## config.mk

```make
export PLATFORM = sky130hd
export DESIGN_NAME = ped_front
export DESIGN_NICKNAME = d
export VERILOG_FILES = /design/src/hw/rtl/assert_macros.svh /design/src/hw/rtl/ped_pkg.sv /design/src/hw/rtl/ped_front.sv
export SDC_FILE = /design/constraint.sdc
export NUM_CORES = 1
export LEC_CHECK = 0
export BUFFER_PORTS_ARGS = -buffer_cell sky130_fd_sc_hd__buf_2
export CAP_MARGIN = 30
export CORE_AREA = 2 2 200 202
export CTS_CLUSTER_SIZE = 40
export DETAILED_ROUTE_END_ITERATION = 10
export DIE_AREA = 0 0 202 204
export PLACE_DENSITY = 0.73
export REMOVE_ABC_BUFFERS = 1
export SYNTH_ARGS = -nofsm -noshare
export SYNTH_HDL_FRONTEND = slang
export SYNTH_SLANG_ARGS = --single-unit
```

## constraint.sdc

```tcl
create_clock -name clk -period 13.2 [get_ports clk]
set_input_delay 1.98 -clock clk [delete_from_list [all_inputs] [get_ports clk]]
set_output_delay 1.98 -clock clk [all_outputs]
set_load 0.01 [all_outputs]
```

## src/hw/rtl/assert_macros.svh

```systemverilog
// Assertion macros included by the decoder back end.
// Depends on nothing; each takes a label, clock, reset, check and error message.
`ifndef ASSERT_MACROS_SVH
`define ASSERT_MACROS_SVH
// Assert a property on the rising clock edge, disabled while reset is low.
`define ASSERT_CLK(lbl, clk_s, rstn_s, prop, msg) \
    lbl: assert property (@(posedge clk_s) disable iff (!rstn_s) (prop)) else $error(msg);
// Assert that a condition is never true on a rising clock edge outside reset.
`define ASSERT_NEVER(lbl, clk_s, rstn_s, cond, msg) \
    lbl: assert property (@(posedge clk_s) disable iff (!rstn_s) !(cond)) else $error(msg);
`endif

```

## src/hw/rtl/ped_pkg.sv

```systemverilog
// Package for the peeling erasure decoder: sizes, payload structs and helpers.
// Depends on nothing; imported by the top, front end and back end modules.
`default_nettype none
package ped_pkg;
    localparam int NUM_POSITIONS = 256;
    localparam int PENDING_SLOTS = 64;
    localparam int MASK_BITS     = 256;
    localparam int SLOT_W        = $clog2(PENDING_SLOTS);
    localparam int CNT_W         = 9;
    localparam int PEND_W        = 7;
    localparam int POP_W         = 9;
    localparam int PADDR_W       = 2;
    localparam logic [PADDR_W-1:0] REG_TARGET_LEN = '0;

    typedef struct packed {
        logic [31:0] mask_w7;
        logic [31:0] mask_w6;
        logic [31:0] mask_w5;
        logic [31:0] mask_w4;
        logic [31:0] mask_w3;
        logic [31:0] mask_w2;
        logic [31:0] mask_w1;
        logic [31:0] mask_w0;
        logic        restart;
    } in_item_t;

    typedef struct packed {
        logic [8:0] new_info_count;
        logic [8:0] decoded_count;
        logic [6:0] pending_count;
        logic       overflow;
        logic       complete;
    } out_item_t;

    typedef struct packed {
        logic [MASK_BITS-1:0] mask;
        logic                 restart;
    } cmd_t;

    function automatic logic [MASK_BITS-1:0] pos_limit();
        logic [MASK_BITS-1:0] m;
        for (int i = 0; i < MASK_BITS; i++) begin
            m[i] = (i < NUM_POSITIONS);
        end
        return m;
    endfunction

    // Population count of a 64-bit word.
    function automatic logic [6:0] pop64(input logic [63:0] v);
        logic [6:0] n;
        n = '0;
        for (int i = 0; i < 64; i++) begin
            n = n + 7'(v[i]);
        end
        return n;
    endfunction
endpackage
`default_nettype wire

```

## src/hw/rtl/ped_front.sv

```systemverilog
// Front end: accepts requests, masks positions and feeds a two-entry queue.
// Depends on ped_pkg.
`default_nettype none
module ped_front import ped_pkg::*; (
    input  wire logic     clk,
    input  wire logic     rst_n,
    input  wire logic     valid,
    output logic          ready,
    input  wire in_item_t in_item,
    output logic          cmd_valid,
    input  wire logic     cmd_ready,
    output cmd_t          cmd
);
    cmd_t       q_reg [2];
    logic [1:0] cnt_reg, cnt_next;
    logic       rd_reg, rd_next, wr_reg, wr_next;
    cmd_t       in_cmd;
    logic       push, pop;

    assign in_cmd.mask = {in_item.mask_w7, in_item.mask_w6, in_item.mask_w5, in_item.mask_w4,
                          in_item.mask_w3, in_item.mask_w2, in_item.mask_w1, in_item.mask_w0}
                         & pos_limit();
    assign in_cmd.restart = in_item.restart;
    assign ready     = (cnt_reg != 2'd2);
    assign push      = valid && ready;
    assign cmd_valid = (cnt_reg != 2'd0);
    assign pop       = cmd_valid && cmd_ready;
    assign cmd       = q_reg[rd_reg];

    always_comb
    begin
        cnt_next = cnt_reg + 2'(push) - 2'(pop);
        rd_next  = rd_reg ^ pop;
        wr_next  = wr_reg ^ push;
    end

    always_ff @(posedge clk)
    begin
        if (push)
        begin
            q_reg[wr_reg] <= in_cmd;
        end
    end

    always_ff @(posedge clk or negedge rst_n)
    begin
        if (!rst_n)
        begin
            cnt_reg <= '0;
            rd_reg  <= 1'b0;
            wr_reg  <= 1'b0;
        end
        else
        begin
            cnt_reg <= cnt_next;
            rd_reg  <= rd_next;
            wr_reg  <= wr_next;
        end
    end
endmodule
`default_nettype wire

```

Word-level counts from Yosys, hierarchy flattened
Memory sizes are Yosys's and may differ from the RTL's.
Index checks and enable logic that the tools add are counted.
- input port bits: 261
- output and inout port bits: 259
- RAM bits: 514
- logic and storage cells: 14
- memories: 1
- register bits after elaboration: 4
- memories (memory ; depth ; width ; rd ports ; clocked after memory_dff ; wr ports ; line ; RTL):
    q_reg ; 2 ; 257 ; 1 ; 0 ; 1 ; ped_front.sv:14 ; cmd_t q_reg [2];
- equal/unequal tests: 1
- reduce and logical (&&, ||, !) cells: 3
- bitwise gates (word level): 2
- multiplexer cells: 2
- add/sub/neg operators: 2
- operators with widths (operator ; number):
    adder 2 x 1 -> 2 bit ; 1
    logical AND 1 bit ; 2
    2-to-1 mux 1 bit ; 2
    inequality test 2 bit (second input constant) ; 1
    nonzero test 2 bit ; 1
    subtractor 2 x 1 -> 2 bit ; 1
    bitwise XOR 1 bit ; 2

Longest topological paths before layout
Gate-level depths: netlist of run 1.
- word-level depth: 4
- gate-level depth with buffers: 5
- gate-level depth less buffers: 5

Worst setup path after synthesis of run 1
OpenSTA, ideal clock, no wires.
- kind: in2reg
- from: in valid
- to: mem q_reg[0][0] (netlist bit), enable pin
- setup slack: 4.546 ns
- arrival: 8.002 ns
- stages: 2
- required time: 12.548 ns
- library setup time: 0.652 ns
- path buffers: 0
- cells stage by stage: and2_1 -> ha_1
- cells in the longest elaborated chain, start to end: 3
- RTL lines (what ; line ; RTL):
    start, declared ; ped_front.sv:7 ; input wire logic valid,
    logical AND 1 bit ; ped_front.sv:25 ; assign push = valid && ready;
    2-to-1 mux 1 bit ; ped_front.sv:39 ; if (push)
    2-to-1 mux 1 bit (implied by the code) ; ped_front.sv:41 ; q_reg[wr_reg] <= in_cmd;
    end, declared ; ped_front.sv:14 ;
No other way between the ends.

==> flow_summary.toml, run 1 <==
[synth]
synth-edff-count = 514
synth_area_sq_um = 19600
synthCells = 823
synth.most_common_cell = "edfxtp_1"
synth-seq-area-share_pct = 79.1
ys_warn_count = 0
ys_types = 22
synth_common_cells = "edfxtp_1 (514), mux2_4 (201), mux2_2 (56)"
ys_ff_latch = 518
synth_top_cell_by_area = "edfxtp_1"
syn_avg_cell_area_sq_um = 23.8
synthTopCellsByArea = "edfxtp_1 (79%), mux2_4 (15%), mux2_2 (3.2%), buf_6 (1.4%), dfrtp_1 (0.51%)"
ys_async_sr_fraction_pct = 0.772
synth_top_area_share_pct = 78.6
synth_flop_cell = "edfxtp_1"

[routing]
avgViaCountPerCell = 5.00
met3_length_um = 3680
avgRoutedWirePerCell_um = 21.2
drcViolationCount = 0
top_layer = "met5"
wl_met2_um = 21000
met1_length_um = 15200
wirelength_um = 41200
dr.pass1.iters = 6
drt_iter0_drc = 559
num_vias = 9733
ant_nets = 0

[sta]
fmax_mhz = 179
tns_ps = 0
rsz0062_at_grt = "no"
hold_viol_final = 0
period_share_pct = 42.3
worst_pin_slew_ps = 1060
slew_violations = 0
fin_skew_ps = 29.1
setup_violations = 0
relSlewSlack_pct = 29.4
finalCriticalPeriod_ps = 5580

[critical_path]
critPathMaxFanout = 117
crit_path_start_kind = "flop"
cp-end-kind = "output pin"
cp.arrival_ps = 3600
r2r.worst_path.cells = 6
critPathRequiredTime_ps = 11220
crit_type = "reg -> out"

[placed_design]
hpwlAfterDp_um = 28700
numPortBuffers = 519
placed_area_sq_um = 22800
place_congestion = 0.808
dp.cells = 1850

[global_routing]
grt_pass1_wl_um = 58900
overflow = 0
grt_pass1_vias = 10193
grt_start_max_net_pins = 118
grt_antenna_before_repair = 14
grt_usage_pct = 19.2

[floorplan]
rows = 73
die_x_um = 202
io_pins = 520
start_util_pct = 50.1
die_y_um = 204
die_area_sq_um = 41200
core-area_sq_um = 39200

[worst_hold_path]
hold_depth = 1
hold_class = "reg -> reg"

[flow_run]
maxCapViolCount = 0

[cts]
cts-root-buf = "clkbuf_16"
cts_tree = "done"
cts_resized = 0
postCtsHoldBufs = 0
clock_sinks = 518
insertion_delay_ps = 580
numCtsBuffers = 50
post-cts-setup-buffers = 0
clk_path_buf_depth = 3
clk_pin_slew_worst_paths_ps = 60
cts.htree.levels = 2

[power_and_ir_drop]
peakVddDrop_v = 0.000168
p_leak_nw = 9.66
power.density_nw_per_um2 = 226

[cells_and_area]
drive_gt1_share_pct = 60.7
final_cells = 1945
largest_reg_flops = 514
final_cell_area_sq_um = 24400
nNetsFinal = 1641
area_delta_synth_final_pct = 24.1
nFillCells = 2774

[status]
status = "completed"
-- area by class of cell --
| class | instances | area [sq um] | area share [%] |
|---|---|---|---|
| diodes | 7 | 17.5 | 0.0719 |
| clock buffers | 65 | 1340 | 5.49 |
| clock inverters | 22 | 233 | 0.955 |
| inverters | 2 | 7.51 | 0.0308 |
| multi-input cells | 274 | 3790 | 15.5 |
| flip-flops and latches | 518 | 15500 | 63.8 |
| well taps | 525 | 657 | 2.70 |
| repair buffers | 532 | 2790 | 11.4 |
-- worst max-delay path, cell delays in order (launching register included) --
cell and delay (ps):
dfrtp_4 840, buf_4 740, buf_12 550, mux2_2 410, buf_2 140
-- where the power goes --
| group | total (mW) | internal, mW | switching (mW) |
|---|---|---|---|
| Combinational | 1.76 | 0.865 | 0.898 |
| Sequential | 2.37 | 2.25 | 0.120 |
| Clock | 1.37 | 0.808 | 0.561 |
| Total | 5.50 | 3.92 | 1.58 |
-- through the flow --
| step | setup slack [ps] | hold WS [ps] | utilization, % | total power, mW |
|---|---|---|---|---|
| finish | 7620 | 623 | 62.2 | 5.50 |
| global route | 7470 | 634 | 62.2 | 5.73 |
| CTS | 7430 | 618 | 62.1 | 5.56 |
| detailed placement | 8080 | 599 | 58.1 | 4.18 |
| global placement | 8110 | 586 | 57.9 | 4.13 |
| floorplan | 2100 | 567 | - | 4.01 |
-- routing by layer --
layer / vias to the layer above / global-route usage (%)
met5: - / 0
met4: 14 / 7.59
met3: 93 / 7.02
met2: 399 / 33.1
met1: 4810 / 21.7
li1: 4417 / -
-- cells by family (layout without fill, tap and decap cells) --
family / Yosys count / after routing / synth area share [%]
other: 0 / 7 / 0
XOR/XNOR: 2 / 2 / 0.0893
AND/OR/NAND/NOR: 9 / 9 / 0.242
flip-flops: 518 / 518 / 79.1
AO/OA/AOI/OAI: 4 / 4 / 0.159
adder cells (fa/ha/maj): 2 / 2 / 0.127
multiplexers: 257 / 257 / 18.6
buffers and inverters: 31 / 621 / 1.64
-- final timing paths --
path                                                 to            startpoint  slack (ps)
max in group asynchronous              rd_reg$_DFF_PN0_                 rst_n       11860
worst min-delay path               cnt_reg[0]$_DFF_PN0_  cnt_reg[0]$_DFF_PN0_         620
worst min register to register     cnt_reg[0]$_DFF_PN0_  cnt_reg[0]$_DFF_PN0_         620
worst max register to register  q_reg[0][163]$_DFFE_PP_  cnt_reg[0]$_DFF_PN0_        9770
worst max-delay path                            cmd[12]      rd_reg$_DFF_PN0_        7620
min in group asynchronous              rd_reg$_DFF_PN0_                 rst_n        1200
-- cells in the final DEF, fill, tap and decap left out --
cell type   count
buf_2         519
edfxtp_1      514
mux2_4        201
mux2_2         56
clkbuf_16      51
clkbuf_1       13
clkinv_1       10
buf_4           8
diode_2         7
bufinv_16       5
clkinv_2        4
buf_16          4
dfrtp_1         3
inv_1           2
nor2_1          2
xnor2_1         2
inv_6           2
or2_2           1
nand2b_1        1
and2_1          1
nor2b_1         1
a211oi_1        1
nand3_1         1
o21ai_0         1
a21bo_2         1
a32oi_1         1
nand2_1         1
and3_4          1
ha_1            1
ha_4            1
clkinvlp_4      1
clkbuf_8        1
buf_12          1
dfrtp_4         1
Power figures use the tool's default switching activity.
==> run 2: changes to the inputs <==
ABC_AREA = 1   (was default)
PLACE_DENSITY = 0.71   (was 0.73)
clock period = 5.66 ns   (was 13.2 ns; I/O delays follow)
==> flow_summary.toml, run 2 <==
[floorplan]
die_x_um = 202
io_pins = 520
die_area_sq_um = 41200
core-area_sq_um = 39200
rows = 73
start_util_pct = 48.5
die_y_um = 204

[synth]
synth_top_family_by_area = "simple AND/OR/NAND/NOR gates"
synthMuxAreaShare_pct = 0
ys_ff_latch = 518
synthCells = 1374
synth_area_sq_um = 19000
synth_top_cell_by_area = "edfxtp_1"
yosys.area_share.xor_xnor_pct = 0.0461
synth_top_area_share_pct = 81.2
ys_async_sr_fraction_pct = 0.772
synthSimpleGateAreaFrac_pct = 15.5
synth_flop_cell = "edfxtp_1"
synth_common_cells = "nand2_1 (781), edfxtp_1 (514), buf_2 (25)"
syn_avg_cell_area_sq_um = 13.8
synth-edff-count = 514
ys_types = 14
synth-compound-area-share_pct = 0.0263
ys_warn_count = 0
synth-adder-area-share_pct = 0.132
synth.most_common_cell = "nand2_1"
synth-seq-area-share_pct = 81.7
synthTopCellsByArea = "edfxtp_1 (81%), nand2_1 (15%), buf_6 (1.4%), buf_2 (0.66%), dfrtp_1 (0.53%)"

[routing]
dr.pass1.iters = 5
drt_iter0_drc = 888
wirelength_um = 44000
num_vias = 12000
ant_nets = 0
avgViaCountPerCell = 4.85
avgRoutedWirePerCell_um = 17.8
drcViolationCount = 0

[cts]
numCtsBuffers = 50
clk_path_buf_depth = 3
clock_sinks = 518
cts_resized = 0
cts.htree.levels = 2
insertion_delay_ps = 570
cts_tree = "done"
post-cts-setup-buffers = 0
clk_pin_slew_worst_paths_ps = 60
postCtsHoldBufs = 0
cts-root-buf = "clkbuf_16"

[sta]
setup_violations = 0
layout_setup_ws_ps = 1550
slew_violations = 0
relSlewSlack_pct = 30.1
fmax_mhz = 243
fin_hold_ws_ps = 73.9
fin_skew_ps = 11.8
period_share_pct = 72.6
hold_viol_final = 0
worst_pin_slew_ps = 1050
finalCriticalPeriod_ps = 4110
rsz0062_at_grt = "no"

[flow_run]
maxCapViolCount = 0

[cells_and_area]
final_util_pct = 60.1
largest_reg_flops = 514
multi_input_area_sq_um = 3010
layout_common_cells = "nand2_1 (781), buf_2 (519), edfxtp_1 (514)"
drive_gt1_share_pct = 30.9
nFillCells = 3042
area_delta_synth_final_pct = 23.8
nNetsFinal = 2161
layout_commonest_cell = "nand2_1"
seqCellArea_sq_um = 15500

[power_and_ir_drop]
p_leak_nw = 10.1
peakVddDrop_v = 0.000375
power.density_nw_per_um2 = 535
switching_share_pct = 34.3
p_int_mw = 8.28
seqPwrFrac_pct = 43.6
p_sw_mw = 4.33
combPwrFrac_pct = 31.7
power_frac_clock_pct = 24.7

[critical_path]
cp-end-kind = "output pin"
crit_type = "reg -> out"
critPathRequiredTime_ps = 4810
critPathMaxFanout = 70
crit_path_start_kind = "flop"
cp.arrival_ps = 3260

[global_routing]
grt_usage_pct = 20.6
grtUsageMet1_pct = 23.6
grt_antenna_before_repair = 19
top_usage_layer = "met2"
gr-usage-met3_pct = 7.40
grt_start_max_net_pins = 159
grt_pass1_wl_um = 64800
overflow = 0
grt_pass1_vias = 11925
grtUsageMet2_pct = 34.6

[placed_design]
hpwlAfterDp_um = 29000
numPortBuffers = 519
place_congestion = 0.818
place_ws_ps = 2140

[status]
status = "completed"

[worst_hold_path]
hold_class = "in -> async"
## run 2: layout make-up
cell class | count | share of cell area (%)
well taps | 525 | 2.79
inverters | 10 | 0.191
repair buffers | 529 | 11.6
diodes | 14 | 0.149
clock buffers | 64 | 5.81
multi-input cells | 789 | 12.8
clock inverters | 24 | 0.680
flip-flops and latches | 518 | 66.0
## run 2: routing by layer
metal | wire [um] | vias up
met5 | 69 | -
met4 | 1640 | 10
met3 | 4160 | 101
met2 | 22000 | 485
met1 | 16100 | 5686
li1 | - | 5718
## run 2: path summary, 6_finish.rpt
check,from,to,slack [ps],depth (start not counted)
worst max-delay path,rd_reg$_DFF_PN0_,cmd[234],1550,5
worst min-delay path,rst_n,cnt_reg[0]$_DFF_PN0_,70,1
worst max register to register,cnt_reg[1]$_DFF_PN0_,q_reg[0][249]$_DFFE_PP_,2950,5
worst min register to register,cnt_reg[0]$_DFF_PN0_,cnt_reg[0]$_DFF_PN0_,570,1
max in group asynchronous,rst_n,rd_reg$_DFF_PN0_,5440,1
min in group clk,in_item[236],q_reg[1][236]$_DFFE_PP_,460,1
## run 2: power by group through the flow
| stage | Sequential (mW) | Combinational (mW) | Clock, mW |
|---|---|---|---|
| 2_1_floorplan | 5.94 | 2.20 | 0 |
| 3_3_place_gp | 5.54 | 3.98 | 0 |
| 3_5_place_dp | 5.57 | 4.04 | 0 |
| 4_1_cts | 5.50 | 4.06 | 3.18 |
| 5_1_grt | 5.57 | 4.39 | 3.32 |
| 6_report | 5.50 | 3.99 | 3.11 |
## run 2: cell families after synthesis
kind of cell / count (synthesis)
compound gates: 1
simple gates: 785
fa+ha+maj: 2
flops: 518
buf+inv: 67
xor+xnor: 1
## run 2: critical path, cell delays in order (launching register included)
cell     delay [ps]
dfrtp_4         780
buf_4           680
buf_4           720
nand2_1         150
nand2_1         120
buf_2           150
## run 2: per-stage QoR
step	total power, mW	cell area, sq um	TNS, ps	instances
3_5_place_dp	9.61	22000	0	2371
4_1_cts	12.7	23500	0	2459
3_3_place_gp	9.52	21900	0	2370
5_1_grt	13.3	23500	0	2467
6_report	12.6	23500	0	2473
2_1_floorplan	8.13	18600	-2770010	1317
==> run 3: changes to the inputs <==
clock period = 4.3 ns   (was 5.66 ns; I/O delays follow)
==> flow_summary.toml, run 3 (same netlist as run 2, synthesis figures left out) <==
[floorplan]
die_x_um = 202
core-area_sq_um = 39200
die_area_sq_um = 41200
io_pins = 520
rows = 73
die_y_um = 204
start_util_pct = 48.5

[global_routing]
grt_pass1_wl_um = 65700
overflow = 0
grt_usage_pct = 20.9
grt_pass1_vias = 11802
grt_antenna_before_repair = 23
grt_start_max_net_pins = 137

[cts]
cts-root-buf = "clkbuf_16"
clk_path_buf_depth = 3
insertion_delay_ps = 580
clk_pin_slew_worst_paths_ps = 60
numCtsBuffers = 51
cts.htree.levels = 2
cts_tree = "done"
post-cts-setup-buffers = 0
clock_sinks = 518

[routing]
avgRoutedWirePerCell_um = 17.9
drt_iter0_drc = 791
num_vias = 12118
met1_length_um = 16300
wirelength_um = 44400
met3_length_um = 4070
avgViaCountPerCell = 4.89
ant_nets = 0
drcViolationCount = 0
wl_met2_um = 22100
top_layer = "met5"
dr.pass1.iters = 5

[worst_hold_path]
hold_class = "in -> reg"

[placed_design]
numPortBuffers = 519
hpwlAfterDp_um = 29400
place_congestion = 0.881

[cells_and_area]
drive_gt1_share_pct = 31.2
nNetsFinal = 2167
area_delta_synth_final_pct = 24.4
layout_commonest_cell = "nand2_1"
layout_common_cells = "nand2_1 (781), buf_2 (519), edfxtp_1 (514)"
largest_reg_flops = 514

[critical_path]
path_cells = "buf_4 -> buf_4 -> nand2_1 -> nand2_1 -> buf_2"
max_stage_delay_ps = 650
crit_slowest_cell = "buf_4"
crit_type = "reg -> out"
critPathMaxFanout = 64
cp-end-kind = "output pin"
critPathRequiredTime_ps = 3650
cp.arrival_ps = 2740
crit_path_start_kind = "flop"

[status]
status = "completed"

[sta]
fmax_mhz = 295
fin_hold_ws_ps = 248
slew_violations = 0
worst_pin_slew_ps = 974
relSlewSlack_pct = 35.1
period_share_pct = 78.7
finalCriticalPeriod_ps = 3390
hold_viol_final = 0
setup_violations = 0
fin_skew_ps = 18.3
rsz0062_at_grt = "no"

[flow_run]
maxCapViolCount = 0

[power_and_ir_drop]
power.density_nw_per_um2 = 710
peakVddDrop_v = 0.000607
p_total_mw = 16.8
p_leak_nw = 10.2
[run 3: report_power, final]
group | internal [mW] | total [mW] | switching (mW)
clock network | 2.53 | 4.27 | 1.75
logic | 1.65 | 5.34 | 3.69
registers | 6.91 | 7.18 | 0.267
[run 3: metrics by stage]
stage	cells	cell area, sq um	setup TNS (ps)	util (%)	worst slack [ps]
2_1_floorplan	1317	18600	-3662650	-	-7970
3_3_place_gp	2375	22000	0	56.2	1600
3_5_place_dp	2375	22000	0	56.2	1540
4_1_cts	2460	23600	0	60.2	901
5_1_grt	2474	23600	0	60.3	755
6_report	2478	23700	0	60.4	915
[run 3: final timing paths]
check	to	startpoint	slack, ps	depth (start not counted)
max in group asynchronous	rd_reg$_DFF_PN0_	rst_n	3760	2
min reg2reg	cnt_reg[0]$_DFF_PN0_	cnt_reg[0]$_DFF_PN0_	570	1
max	cmd[18]	rd_reg$_DFF_PN0_	910	5
min in group asynchronous	cnt_reg[0]$_DFF_PN0_	rst_n	390	2
min	q_reg[1][109]$_DFFE_PP_	in_item[109]	250	1
max reg2reg	q_reg[0][18]$_DFFE_PP_	cnt_reg[1]$_DFF_PN0_	2100	5
[run 3: per-layer routing]
metal | track usage, % | vias up
li1 | - | 5719
met1 | 24.6 | 5765
met4 | 10.1 | 10
met2 | 34.5 | 511
met5 | 0 | -
met3 | 7.17 | 113
[run 3: cell type report]
cell class | count | area (sq um)
diodes | 18 | 45.0
fillers | 3028 | 15500
repair buffers | 534 | 2780
flip-flops and latches | 518 | 15500
multi-input cells | 789 | 3010
clock inverters | 19 | 213
clock buffers | 65 | 1370
inverters | 10 | 45.0
well taps | 525 | 657
[run 3: timing repair]
| item | CTS | global route |
|---|---|---|
| setup endpoints to repair | 0 | 0 |
| hold buffers | 1 | 0 |
| endpoints found under the hold margin | 4 | 0 |
| gates resized for setup | 0 | 0 |
[run 3: critical path: cells and delay by family (launching register included)]
family / cells / cell delay (ps)
buf+inv: 3 / 1350
simple gates: 2 / 240
flops: 1 / 470
